### src/hw/rtl/pcd_pkg.sv
// Shared types and constants for the PPM capture decoder.
`default_nettype none

package pcd_pkg;

  // Field widths of the channels
  localparam int unsigned CAPTURE_W = 32;
  localparam int unsigned WIDTH_W   = 16;
  localparam int unsigned INDEX_W   = 3;

  // Default number of stored channel slots
  localparam int unsigned CHANNELS_DEF = 8;

  // Ticks per microsecond is 48 = 16 * 3: shift out the 16, multiply by the reciprocal of 3
  localparam int unsigned DIV_SHIFT  = 4;
  localparam int unsigned PRE_W      = CAPTURE_W - DIV_SHIFT;          // 28
  localparam int unsigned RECIP_W    = 32;
  localparam int unsigned PROD_W     = PRE_W + RECIP_W;                // 60
  localparam int unsigned RECIP_SH   = 33;
  localparam int unsigned QUOT_W     = PROD_W - RECIP_SH;              // 27
  localparam logic [RECIP_W-1:0] RECIP3 = 32'hAAAA_AAAB;

  // Configuration register reset values
  localparam logic [WIDTH_W-1:0] MIN_WIDTH_RST = 16'd800;
  localparam logic [WIDTH_W-1:0] MAX_WIDTH_RST = 16'd2200;

  // Configuration register indexes
  localparam int unsigned CFG_IDX_W = 1;
  typedef enum logic [CFG_IDX_W-1:0] {
    CFG_MIN_WIDTH = 1'b0,
    CFG_MAX_WIDTH = 1'b1
  } cfg_idx_e;

  // Sequencer states
  typedef enum logic [2:0] {
    ST_IDLE,
    ST_ERR,
    ST_DIV,
    ST_DECIDE,
    ST_EMIT_RD,
    ST_EMIT_WR
  } state_e;

  // One result item
  typedef struct packed {
    logic [INDEX_W-1:0] channel_index;
    logic [WIDTH_W-1:0] width;
    logic               last;
    logic               error;
  } result_t;

endpackage

`default_nettype wire

### src/hw/rtl/pcd_if.sv
// Handshake channel interfaces: capture input, result output, configuration write.
`default_nettype none

interface pcd_capture_if;
  logic                             valid;
  logic                             ready;
  logic [pcd_pkg::CAPTURE_W-1:0]    capture_value;
  logic                             from_pulse_channel;

  modport source (output valid, output capture_value, output from_pulse_channel,
                  input ready);
  modport sink   (input valid, input capture_value, input from_pulse_channel,
                  output ready);
endinterface

interface pcd_result_if;
  logic                             valid;
  logic                             ready;
  logic [pcd_pkg::INDEX_W-1:0]      channel_index;
  logic [pcd_pkg::WIDTH_W-1:0]      width;
  logic                             last;
  logic                             error;

  modport source (output valid, output channel_index, output width, output last,
                  output error, input ready);
  modport sink   (input valid, input channel_index, input width, input last,
                  input error, output ready);
endinterface

interface pcd_cfg_if;
  logic                             valid;
  logic                             ready;
  logic [pcd_pkg::CFG_IDX_W-1:0]    index;
  logic [pcd_pkg::WIDTH_W-1:0]      data;

  modport source (output valid, output index, output data, input ready);
  modport sink   (input valid, input index, input data, output ready);
endinterface

`default_nettype wire

### src/hw/rtl/pcd_ram.sv
// Generic single-write, single-read synchronous RAM with registered read data.
`default_nettype none

module pcd_ram #(
  parameter  int unsigned WIDTH  = 16,
  parameter  int unsigned DEPTH  = 8,
  localparam int unsigned ADDR_W = (DEPTH > 1) ? $clog2(DEPTH) : 1
) (
  input  wire logic              clk_i,
  input  wire logic              we_i,
  input  wire logic [ADDR_W-1:0] waddr_i,
  input  wire logic [WIDTH-1:0]  wdata_i,
  input  wire logic              re_i,
  input  wire logic [ADDR_W-1:0] raddr_i,
  output      logic [WIDTH-1:0]  rdata_o
);

  logic [WIDTH-1:0] mem_q [DEPTH];

  always_ff @(posedge clk_i) begin
    if (we_i) begin
      mem_q[waddr_i] <= wdata_i;
    end
  end

  // Hold read data until the next read
  always_ff @(posedge clk_i) begin
    if (re_i) begin
      rdata_o <= mem_q[raddr_i];
    end
  end

endmodule

`default_nettype wire

### src/hw/rtl/ppm_capture_decoder_unit.sv
// Top level of the PPM capture decoder: width measurement, channel store, frame readout.
`default_nettype none

// The block turns timer captures of a PPM pulse train into channel widths in
// microseconds. Each capture from the pulse channel is subtracted from the
// previous one (modulo 2^32) and divided by 48 ticks per microsecond. A width
// within [min_width, max_width] goes into the next free slot of the channel
// store and yields no result; any other width (the sync gap, noise, or one
// channel too many) rewinds the slot index and sends out all CHANNELS slots as
// one frame, stale slots included, with last set on the final item. A capture
// from any other timer channel yields one item with error and last set and
// leaves the previous capture, slot index and store alone. Captures are taken
// one at a time: a width passes accept, divide and window check, an error item
// accept and the error step, and a frame then reads each slot from the store, a
// single-read memory with a registered read port, and moves it to the output
// register; stalls on the result side hold these steps. The store is cleared
// at reset by per-slot valid bits, so no clearing pass is needed. Configuration
// writes are always taken and should be issued only while the block is idle.
module ppm_capture_decoder_unit #(
  parameter int unsigned CHANNELS = pcd_pkg::CHANNELS_DEF
) (
  input  wire logic clk_i,
  input  wire logic rst_ni,
  pcd_capture_if.sink  capture_i,
  pcd_result_if.source result_o,
  pcd_cfg_if.sink      cfg_i
);

  localparam int unsigned SLOT_W = $clog2(CHANNELS + 1);
  localparam int unsigned ADDR_W = (CHANNELS > 1) ? $clog2(CHANNELS) : 1;

  // ---------------------------------------------------------------------------
  // Configuration registers
  // ---------------------------------------------------------------------------
  logic [pcd_pkg::WIDTH_W-1:0] min_width_q, max_width_q;

  assign cfg_i.ready = 1'b1;

  always_ff @(posedge clk_i or negedge rst_ni) begin
    if (!rst_ni) begin
      min_width_q <= pcd_pkg::MIN_WIDTH_RST;
      max_width_q <= pcd_pkg::MAX_WIDTH_RST;
    end else if (cfg_i.valid) begin
      unique case (pcd_pkg::cfg_idx_e'(cfg_i.index))
        pcd_pkg::CFG_MIN_WIDTH: min_width_q <= cfg_i.data;
        pcd_pkg::CFG_MAX_WIDTH: max_width_q <= cfg_i.data;
        default: ;
      endcase
    end
  end

  // ---------------------------------------------------------------------------
  // State and datapath registers
  // ---------------------------------------------------------------------------
  pcd_pkg::state_e state_q, state_d;

  logic [pcd_pkg::CAPTURE_W-1:0] prev_capture_q;
  logic [pcd_pkg::CAPTURE_W-1:0] diff_q;
  logic [pcd_pkg::QUOT_W-1:0]    quot_q;
  logic [pcd_pkg::PROD_W-1:0]    prod;
  logic [SLOT_W-1:0]             next_slot_q, next_slot_d;
  logic [ADDR_W-1:0]             emit_idx_q, emit_idx_d;
  logic [CHANNELS-1:0]           slot_valid_q;

  logic                          res_valid_q, res_valid_d;
  pcd_pkg::result_t              res_q, res_d;

  // Control decoded from the state
  logic accept;
  logic store_we;
  logic store_re;
  logic res_load;
  logic in_window;
  logic emit_last;
  logic out_free;

  logic [pcd_pkg::WIDTH_W-1:0] store_rdata;

  // Divide by 48: drop four bits, then multiply by the reciprocal of 3
  assign prod = pcd_pkg::PROD_W'(diff_q[pcd_pkg::CAPTURE_W-1:pcd_pkg::DIV_SHIFT])
              * pcd_pkg::PROD_W'(pcd_pkg::RECIP3);

  assign in_window = (quot_q >= pcd_pkg::QUOT_W'(min_width_q))
                  && (quot_q <= pcd_pkg::QUOT_W'(max_width_q))
                  && (next_slot_q < SLOT_W'(CHANNELS));

  assign emit_last = (emit_idx_q == ADDR_W'(CHANNELS - 1));
  assign out_free  = !res_valid_q || result_o.ready;

  // ---------------------------------------------------------------------------
  // Next state
  // ---------------------------------------------------------------------------
  always_comb begin
    state_d = state_q;
    unique case (state_q)
      pcd_pkg::ST_IDLE: begin
        if (capture_i.valid) begin
          state_d = capture_i.from_pulse_channel ? pcd_pkg::ST_DIV : pcd_pkg::ST_ERR;
        end
      end
      pcd_pkg::ST_ERR: begin
        if (out_free) begin
          state_d = pcd_pkg::ST_IDLE;
        end
      end
      pcd_pkg::ST_DIV: begin
        state_d = pcd_pkg::ST_DECIDE;
      end
      pcd_pkg::ST_DECIDE: begin
        state_d = in_window ? pcd_pkg::ST_IDLE : pcd_pkg::ST_EMIT_RD;
      end
      pcd_pkg::ST_EMIT_RD: begin
        state_d = pcd_pkg::ST_EMIT_WR;
      end
      pcd_pkg::ST_EMIT_WR: begin
        if (out_free) begin
          state_d = emit_last ? pcd_pkg::ST_IDLE : pcd_pkg::ST_EMIT_RD;
        end
      end
      default: state_d = pcd_pkg::ST_IDLE;
    endcase
  end

  // ---------------------------------------------------------------------------
  // Outputs of the sequencer
  // ---------------------------------------------------------------------------
  always_comb begin
    capture_i.ready = 1'b0;
    store_we        = 1'b0;
    store_re        = 1'b0;
    res_load        = 1'b0;
    res_d           = res_q;
    next_slot_d     = next_slot_q;
    emit_idx_d      = emit_idx_q;
    unique case (state_q)
      pcd_pkg::ST_IDLE: begin
        capture_i.ready = 1'b1;
      end
      pcd_pkg::ST_ERR: begin
        res_load            = out_free;
        res_d.channel_index = '0;
        res_d.width         = '0;
        res_d.last          = 1'b1;
        res_d.error         = 1'b1;
      end
      pcd_pkg::ST_DIV: ;
      pcd_pkg::ST_DECIDE: begin
        if (in_window) begin
          // Store the width and advance to the next slot
          store_we    = 1'b1;
          next_slot_d = next_slot_q + SLOT_W'(1);
        end else begin
          // Sync gap or overflow: rewind and start the frame
          next_slot_d = '0;
          emit_idx_d  = '0;
        end
      end
      pcd_pkg::ST_EMIT_RD: begin
        store_re = 1'b1;
      end
      pcd_pkg::ST_EMIT_WR: begin
        res_load            = out_free;
        res_d.channel_index = pcd_pkg::INDEX_W'(emit_idx_q);
        res_d.width         = slot_valid_q[emit_idx_q] ? store_rdata : '0;
        res_d.last          = emit_last;
        res_d.error         = 1'b0;
        if (out_free && !emit_last) begin
          emit_idx_d = emit_idx_q + ADDR_W'(1);
        end
      end
      default: ;
    endcase
  end

  assign accept = capture_i.valid && capture_i.ready;

  // Output register: hold until taken, reload when free
  always_comb begin
    res_valid_d = res_valid_q && !result_o.ready;
    if (res_load) begin
      res_valid_d = 1'b1;
    end
  end

  always_ff @(posedge clk_i or negedge rst_ni) begin
    if (!rst_ni) begin
      state_q        <= pcd_pkg::ST_IDLE;
      prev_capture_q <= '0;
      next_slot_q    <= '0;
      emit_idx_q     <= '0;
      slot_valid_q   <= '0;
      res_valid_q    <= 1'b0;
    end else begin
      state_q     <= state_d;
      next_slot_q <= next_slot_d;
      emit_idx_q  <= emit_idx_d;
      res_valid_q <= res_valid_d;
      if (accept && capture_i.from_pulse_channel) begin
        prev_capture_q <= capture_i.capture_value;
      end
      if (store_we) begin
        slot_valid_q[next_slot_q[ADDR_W-1:0]] <= 1'b1;
      end
    end
  end

  // Payload registers
  always_ff @(posedge clk_i) begin
    if (accept) begin
      diff_q <= capture_i.capture_value - prev_capture_q;
    end
    if (state_q == pcd_pkg::ST_DIV) begin
      quot_q <= prod[pcd_pkg::PROD_W-1:pcd_pkg::RECIP_SH];
    end
    if (res_load) begin
      res_q <= res_d;
    end
  end

  assign result_o.valid         = res_valid_q;
  assign result_o.channel_index = res_q.channel_index;
  assign result_o.width         = res_q.width;
  assign result_o.last          = res_q.last;
  assign result_o.error         = res_q.error;

  // ---------------------------------------------------------------------------
  // Channel store
  // ---------------------------------------------------------------------------
  pcd_ram #(
    .WIDTH (pcd_pkg::WIDTH_W),
    .DEPTH (CHANNELS)
  ) u_store (
    .clk_i   (clk_i),
    .we_i    (store_we),
    .waddr_i (next_slot_q[ADDR_W-1:0]),
    .wdata_i (quot_q[pcd_pkg::WIDTH_W-1:0]),
    .re_i    (store_re),
    .raddr_i (emit_idx_q),
    .rdata_o (store_rdata)
  );

  // ---------------------------------------------------------------------------
  // Assertions
  // ---------------------------------------------------------------------------
  // A store write never goes past the last slot
  assert property (@(posedge clk_i) disable iff (!rst_ni)
    store_we |-> (next_slot_q < SLOT_W'(CHANNELS)))
    else $error("channel store written beyond its last slot");

  // An error item carries fixed zero fields and closes with last
  assert property (@(posedge clk_i) disable iff (!rst_ni)
    (result_o.valid && result_o.error) |->
      (result_o.last && (result_o.width == '0) && (result_o.channel_index == '0)))
    else $error("error item with nonzero fields or without last");

  // While a frame is read out the slot index has been rewound
  assert property (@(posedge clk_i) disable iff (!rst_ni)
    (state_q == pcd_pkg::ST_EMIT_RD) |-> (next_slot_q == '0))
    else $error("slot index not rewound during frame readout");

  // A frame starts at slot zero
  assert property (@(posedge clk_i) disable iff (!rst_ni)
    ((state_q == pcd_pkg::ST_DECIDE) && !in_window) |=> (emit_idx_q == '0))
    else $error("frame readout does not start at slot zero");

endmodule

`default_nettype wire
### src/flat_wrapper.sv
// flat-port wrapper written by rule: the top's interface ports become plain ports
module ppm_capture_decoder_unit_flat 
#(
  parameter int unsigned CHANNELS = pcd_pkg::CHANNELS_DEF
)
  (clk_i, rst_ni, capture_i_valid, capture_i_capture_value, capture_i_from_pulse_channel, capture_i_ready, result_o_valid, result_o_channel_index, result_o_width, result_o_last, result_o_error, result_o_ready, cfg_i_valid, cfg_i_index, cfg_i_data, cfg_i_ready);
  pcd_capture_if capture_i_i ();
  pcd_result_if result_o_i ();
  pcd_cfg_if cfg_i_i ();
  input  wire logic clk_i;
  input  wire logic rst_ni;
  input wire logic [$bits(capture_i_i.valid)-1:0] capture_i_valid;
  input wire logic [$bits(capture_i_i.capture_value)-1:0] capture_i_capture_value;
  input wire logic [$bits(capture_i_i.from_pulse_channel)-1:0] capture_i_from_pulse_channel;
  output wire logic [$bits(capture_i_i.ready)-1:0] capture_i_ready;
  output wire logic [$bits(result_o_i.valid)-1:0] result_o_valid;
  output wire logic [$bits(result_o_i.channel_index)-1:0] result_o_channel_index;
  output wire logic [$bits(result_o_i.width)-1:0] result_o_width;
  output wire logic [$bits(result_o_i.last)-1:0] result_o_last;
  output wire logic [$bits(result_o_i.error)-1:0] result_o_error;
  input wire logic [$bits(result_o_i.ready)-1:0] result_o_ready;
  input wire logic [$bits(cfg_i_i.valid)-1:0] cfg_i_valid;
  input wire logic [$bits(cfg_i_i.index)-1:0] cfg_i_index;
  input wire logic [$bits(cfg_i_i.data)-1:0] cfg_i_data;
  output wire logic [$bits(cfg_i_i.ready)-1:0] cfg_i_ready;
  assign capture_i_i.valid = capture_i_valid;
  assign capture_i_i.capture_value = capture_i_capture_value;
  assign capture_i_i.from_pulse_channel = capture_i_from_pulse_channel;
  assign capture_i_ready = capture_i_i.ready;
  assign result_o_valid = result_o_i.valid;
  assign result_o_channel_index = result_o_i.channel_index;
  assign result_o_width = result_o_i.width;
  assign result_o_last = result_o_i.last;
  assign result_o_error = result_o_i.error;
  assign result_o_i.ready = result_o_ready;
  assign cfg_i_i.valid = cfg_i_valid;
  assign cfg_i_i.index = cfg_i_index;
  assign cfg_i_i.data = cfg_i_data;
  assign cfg_i_ready = cfg_i_i.ready;
  ppm_capture_decoder_unit #(.CHANNELS(CHANNELS)) u_core (.clk_i(clk_i), .rst_ni(rst_ni), .capture_i(capture_i_i), .result_o(result_o_i), .cfg_i(cfg_i_i));
endmodule
### config.mk
export PLATFORM = sky130hd
export DESIGN_NAME = ppm_capture_decoder_unit_flat
export DESIGN_NICKNAME = d
export VERILOG_FILES = /design/src/hw/rtl/pcd_pkg.sv /design/src/hw/rtl/pcd_if.sv /design/src/hw/rtl/pcd_ram.sv /design/src/hw/rtl/ppm_capture_decoder_unit.sv /design/src/flat_wrapper.sv
export SDC_FILE = /design/constraint.sdc
export NUM_CORES = 1
export LEC_CHECK = 0
export ABC_AREA = 1
export BUFFER_PORTS_ARGS = -buffer_cell sky130_fd_sc_hd__buf_2
export CAP_MARGIN = 10
export CORE_MARGIN = 5
export CORE_UTILIZATION = 50
export CTS_BUF_LIST = sky130_fd_sc_hd__clkbuf_4 sky130_fd_sc_hd__clkbuf_8
export DETAILED_ROUTE_END_ITERATION = 10
export GPL_TIMING_DRIVEN = 0
export PLACE_DENSITY = 0.66
export REMOVE_ABC_BUFFERS = 1
export SYNTH_ARGS = -nofsm -noshare
export SYNTH_HDL_FRONTEND = slang
export SYNTH_HIERARCHICAL = 1
export SYNTH_SLANG_ARGS = --single-unit
export TNS_END_PERCENT = 20
### constraint.sdc
create_clock -name clk_i -period 10.7 [get_ports clk_i]
set_input_delay 1.07 -clock clk_i [delete_from_list [all_inputs] [get_ports clk_i]]
set_output_delay 1.07 -clock clk_i [all_outputs]
set_load 0.02 [all_outputs]
==> out/results.txt, run 1 <==
Reg2reg start = u_core/diff_q[28]$_DFFE_PP_
Worst-skew pair later-pin latency = 630 ps
Clk root buf = clkbuf_8
Largest family of logic cells by synthesized area = adder cells
Status = finished clean
Setup_tns = 0 ps
CTS Sinks = 303
Initial drt markers = 1122
Critical Path End Type = flip-flop
Slew Limit Fails = 0
RSZ-0062 raised after global routing = false
Die ar. = 58200 um2
Reg2reg end = u_core/quot_q[19]$_DFFE_PP_
Worst-Margin Slew = 1210 ps
CTS Buf Count = 52
CORE AREA = 52800 um2
Port bufs = 77
I/O Pins = 79
Worst EP required = 11090 ps
Post-route clock skew = 34.0 ps
Critical Path AT = 7270 ps
WL/cell = 16.9 um
Mapped cell area = 26800 um2
Ys async rst share = 27.4%
Final WL = 67.6 mm
Dpl hpwl = 55.6 mm
FF+latch area = 8690 um2
CTS Hold Bufs = 0
Via-per-instance ratio = 5.10
Final setup vio count = 0
Setup bufs post-CTS = 0
Std-Cell Rows = 84
GP Congestion = 0.985
Hold Fails Final Rpt = 0
Clock slew at reported path FFs = 60 ps
Die W = 241 um
Number of synthesis warnings = 6
# diodes = 0
Tot GR Track Use = 23.5%
Share of post-route cells with drive strength above 1 = 7.87%
Die Y = 241 um
Resized cells post-CTS = 0
Largest net degree at the start of global routing = 66
Yosys reg bits = 303
Synth Area in Compound Gates = 6.98%
Min cycle time layout = 6890 ps
Sequential element share of the synthesized area = 32.5%
Post-Synth Simple-Gate Area = 17.8%
Synth cell types = 51
CTS H-Tree Depth = 2
Worst Hold Class = input port to async pin
Launching element type of the critical path = flip-flop
Maximum operating frequency = 145 MHz
Overflow after GRT = 0
Cell count of the worst reg-to-reg path = 22
Flop-to-flop setup slack = 3810 ps
CTS tree = done
Mux share of post-synthesis cell area = 0.0421%
Antenna violations before repair = 0
Post-synthesis xor/xnor area fraction = 1.08%
Top cells by area, synth = edfxtp_1, fa_1, ha_1
Fin crit share = 64.4%
Top cell type's share of synthesized area = 24.7%
Routed Antenna Nets = 0
Clk buf depth = 3
First-pass GRT wire length = 108 mm
Post-synth top flop = edfxtp_1
Number of global-route vias before repair = 20808
Worst-path fanout max = 5
Initial core utilization = 50.7%
Slew HR = 19.4%
Post-Synthesis Cells = 3163
Adder-Cell Fraction of Synth Area = 29.4%
Fillers = 4880
Area occupied by multi-input gates = 14800 um2
DRC = 0
Area leader, netlist = edfxtp_1
Final core occ = 55.4%
Vias = 20403
First-pass DRT Iterations = 5
Nets = 3831
Syn_area_per_cell = 8.46 um2
Area growth syn-to-layout = 9.30%
Setup CP Type = flip-flop to flip-flop
Max-cap viol count = 0
EDFF count, synth = 220
## layout make-up
cell class	count	area share (%)
clock buffers	81	3.36
clock inverters	15	0.513
inverters	808	10.4
multi-input cells	2014	50.7
flip-flops and latches	303	29.7
well taps	688	2.94
repair buffers	95	2.40
## registers in the layout, summed over array words and instances (netlist names)
name,flops
u_core/result_o.error,1
u_core/result_o.last,1
u_core/u_store/mem_q,128
u_core/quot_q,27
u_core/result_o.valid,1
u_core/slot_valid_q,8
u_core/min_width_q,16
u_core/prev_capture_q,32
u_core/emit_idx_q,3
u_core/max_width_q,16
u_core/diff_q,28
u_core/state_q,3
u_core/result_o.width,16
u_core/result_o.channel_index,3
u_core/u_store/rdata_o,16
u_core/next_slot_q,4
## per-stage QoR
step	cells	instance area (um2)	setup slack [ps]	hold WS (ps)
6_report	4004	29200	3810	331
2_1_floorplan	3125	26500	4730	428
3_3_place_gp	3890	27800	3820	444
4_1_cts	4004	29200	3780	288
3_5_place_dp	3908	28100	3780	454
5_1_grt	4004	29200	3410	297
## how the worst max path moves through the flow
stage	startpoint	end	slack [ps]	cells past startpoint
floorplan	u_core/diff_q[28]$_DFFE_PP_	u_core/quot_q[23]$_DFFE_PP_	4730	23
global placement	u_core/diff_q[28]$_DFFE_PP_	u_core/quot_q[25]$_DFFE_PP_	3820	22
detailed placement	u_core/diff_q[28]$_DFFE_PP_	u_core/quot_q[19]$_DFFE_PP_	3780	22
CTS	u_core/diff_q[28]$_DFFE_PP_	u_core/quot_q[19]$_DFFE_PP_	3780	22
global route	u_core/diff_q[28]$_DFFE_PP_	u_core/quot_q[19]$_DFFE_PP_	3410	22
finish	u_core/diff_q[28]$_DFFE_PP_	u_core/quot_q[19]$_DFFE_PP_	3810	22
## cells by family after synthesis
logic type               count (synthesis)
AO/OA/AOI/OAI                          336
XOR/XNOR                                33
adder cells (fa/ha/maj)                502
buffers and inverters                  846
flip-flops                             303
multiplexers                             1
other                                    1
AND/OR/NAND/NOR                       1141
## worst max-delay path, stage by stage (launching register included)
cell and delay (ps):
edfxtp_1 480, ha_1 350, inv_1 80, fa_1 490
inv_1 100, fa_1 590, inv_1 140, fa_1 680
inv_1 230, fa_1 580, inv_1 50, fa_1 520
fa_1 520, inv_1 40, ha_1 350, a21oi_1 330
o21ai_0 210, a21boi_0 290, o21ai_1 160, a21oi_1 270
nand2_1 90, nand2_1 60, nand2_1 50
## Yosys cell counts (all sizes together), types with 7 or more instances
cell and count:
nand3 143, nand4 20, nor2 262, ha 292
dfrtp 76, clkbuf 8, nor3 21, a21boi 9
nand2 677, o21bai 23, fa 210, o21ai 115
dfstp 7, nand3b 7, inv 808, xor2 22
xnor2 11, a21oi 151, edfxtp 220, a31oi 10
a21o 17, buf 30, nor4 7
## cell usage in the layout (no fill, tap or decap), types with 8 or more instances in the layout
master / count
o21ai_0: 104
nor3_1: 16
nand2_1: 673
nor2_4: 12
nor2_2: 18
nand4_1: 20
clkbuf_8: 60
inv_2: 14
nor2_1: 231
xnor2_1: 11
xor2_1: 22
inv_1: 794
dfrtp_1: 74
a21oi_1: 150
o21ai_1: 9
clkbuf_4: 21
a21o_1: 17
o21bai_1: 23
a31oi_1: 10
nand3_1: 142
buf_8: 8
fa_1: 210
ha_1: 292
edfxtp_1: 220
buf_2: 76
## layer usage
metal / GRT usage (%) / wire (um)
met5: 0 / 0
met4: 6.89 / 1900
met2: 41.0 / 33500
met3: 3.57 / 3320
met1: 30.5 / 28900
Power of run 1 is left out: the tool's default activity adds up to more than one toggle a clock period on the data nets, which glitch-free logic cannot reach.
==> inputs of run 2 (changes only) <==
clock period = 7 ns   (was 10.7 ns; I/O delays follow)
==> run 2 against run 1 <==
Net effect: global-route usage hardly changed; clock-buffer cell count stayed put; worst setup slack worse by 3500 ps; hold slack worse by 29 ps; register-to-register slack worse by 3500 ps; cell area is 0.30% higher; fmax is 2.4% higher; critical path depth stayed put; critical path type unchanged; largest cell class unchanged; highest routed layer unchanged.
==> out/results.txt, run 2 (same netlist as run 1, synthesis figures left out) <==
Die W = 241 um
Fin crit share = 96.0%
Worst setup path startpoint = u_core/diff_q[13]$_DFFE_PP_
Dpl hpwl = 55.6 mm
Flop-to-flop setup slack = 280 ps
Cell count of the worst reg-to-reg path = 22
Min Hold Slack = 303 ps
Die Y = 241 um
Number of global-route vias before repair = 20813
Biggest register = u_core/u_store/mem_q
Initial drt markers = 1144
Launching element type of the critical path = flip-flop
DRC = 0
Nets = 3834
Biggest regs = u_core/u_store/mem_q (128), u_core/prev_capture_q (32), u_core/diff_q (28)
Setup CP Type = flip-flop to flip-flop
CTS tree = done
First-pass GRT wire length = 108 mm
Overflow after GRT = 0
Family with the most delay on the worst path = adder cells
First-pass DRT Iterations = 7
Routed Antenna Nets = 0
Final std cells w/o fill = 4007
Clock slew at reported path FFs = 60 ps
Fillers = 4876
Share of post-route cells with drive strength above 1 = 8.50%
Max-cap viol count = 0
Hold Fails Final Rpt = 0
Area growth syn-to-layout = 9.62%
Levels on crit path = 22
Worst Path Buf+Inv = 6
I/O Pins = 79
Std-Cell Rows = 84
Max reg flops = 128
Clk root buf = clkbuf_8
Min cycle time layout = 6720 ps
Worst-path fanout max = 5
Worst Hold Class = input port to flip-flop
Commonest non-fill, non-tap cell in the layout = inv_1
Port bufs = 77
# diodes = 0
Worst path slowest cell = fa_2
WL/cell = 16.9 um
Via-per-instance ratio = 5.10
CTS H-Tree Depth = 2
CTS Sinks = 303
Most frequent cells in the layout = inv_1, nand2_1, ha_1
CP Capture Point = u_core/quot_q[23]$_DFFE_PP_
Cell Chain, Critical Path = ha_1, ha_1, inv_1, fa_1, inv_1, fa_2, inv_1, fa_1, inv_1, fa_1, inv_1, fa_1, inv_1, ha_1, a21oi_1, o21ai_0, a21oi_1, o21ai_1, a21oi_1, nand2_1, nand2_1, nand2_1
Worst stage delay on the critical path = 690 ps
Placed cell count = 3908
Slew HR = 20.3%
Post-route clock skew = 37.5 ps
Clk buf depth = 3
Tot GR Track Use = 23.5%
Reg2reg start = u_core/diff_q[13]$_DFFE_PP_
Final core occ = 55.6%
Antenna violations before repair = 0
Initial core utilization = 50.7%
Cell mode on critical path = inv_1
Final setup vio count = 0
GP Congestion = 0.985
Critical Path AT = 7110 ps
Maximum operating frequency = 149 MHz
Largest net degree at the start of global routing = 66
Worst EP required = 7390 ps
Slew Limit Fails = 0
CORE AREA = 52800 um2
Status = finished clean
Worst-skew pair later-pin latency = 640 ps
Critical Path End Type = flip-flop
Die ar. = 58200 um2
Reg2reg end = u_core/quot_q[23]$_DFFE_PP_
Vias = 20421
Final WL = 67.6 mm
CTS Buf Count = 52
Worst-Margin Slew = 1200 ps
## run 2: changes by cell type in the layout (fill, tap and decap cells not counted), moves of 5 or more
cell,change
a21oi_1,-5
fa_2,+6
fa_1,-6
a21oi_2,+5
## run 2: timing repair
action | CTS | global route
setup endpoints to repair | 0 | 21
buffers inserted | 0 | 2
hold endpoints to repair | 18 | 0
hold buffers | 1 | 0
gates resized for setup | 0 | 23
## run 2: layer usage
| layer | up-vias | wire length [um] | track usage [%] |
|---|---|---|---|
| met5 | - | 0 | 0 |
| met4 | 0 | 1880 | 6.89 |
| met3 | 101 | 3350 | 3.57 |
| met2 | 501 | 33600 | 41.1 |
| met1 | 9745 | 28800 | 30.5 |
| li1 | 10074 | - | - |
## run 2: how the worst min path moves through the flow
| stage | start | to | slack [ps] | depth (start not counted) |
|---|---|---|---|---|
| floorplan | rst_ni | u_core/emit_idx_q[0]$_DFFE_PN0P_ | 400 | 0 |
| global route | cfg_i_data[7] | u_core/max_width_q[7]$_DFFE_PN1P_ | 270 | 3 |
| global placement | u_core/slot_valid_q[5]$_DFFE_PN0P_ | u_core/slot_valid_q[5]$_DFFE_PN0P_ | 440 | 2 |
| detailed placement | u_core/slot_valid_q[5]$_DFFE_PN0P_ | u_core/slot_valid_q[5]$_DFFE_PN0P_ | 450 | 2 |
| CTS | cfg_i_data[8] | u_core/min_width_q[8]$_DFFE_PN1P_ | 250 | 3 |
| finish | cfg_i_data[7] | u_core/max_width_q[7]$_DFFE_PN1P_ | 300 | 3 |
## run 2: worst register-to-register path: stages (launching register included)
cell,delay [ps]
edfxtp_1,510
ha_1,480
ha_1,290
inv_1,90
fa_1,540
inv_1,80
fa_2,690
inv_1,260
fa_1,560
inv_1,50
fa_1,490
inv_1,70
fa_1,500
inv_1,50
ha_1,350
a21oi_1,370
o21ai_0,240
a21oi_1,330
o21ai_1,140
a21oi_1,210
nand2_1,80
nand2_1,60
nand2_1,50
## run 2: through the flow
| step | setup slack (ps) | setup TNS [ps] | cell area (um2) |
|---|---|---|---|
| 3_5_place_dp | 81.8 | 0 | 28100 |
| 4_1_cts | 84.2 | 0 | 29300 |
| 6_report | 278 | 0 | 29300 |
| 2_1_floorplan | 1030 | 0 | 26500 |
| 5_1_grt | -2.12 | -2.12 | 29300 |
| 3_3_place_gp | 120 | 0 | 27800 |
## run 2: layout make-up
| cell class | instances | area (um2) | area share [%] |
|---|---|---|---|
| Inverter | 808 | 3040 | 10.4 |
| Sequential cell | 303 | 8690 | 29.6 |
| Timing Repair Buffer | 98 | 728 | 2.48 |
| Tap cell | 688 | 861 | 2.93 |
| Clock inverter | 15 | 150 | 0.512 |
| Multi-Input combinational cell | 2014 | 14900 | 50.7 |
| Clock buffer | 81 | 983 | 3.35 |
Power of run 2 is left out for the same reason.
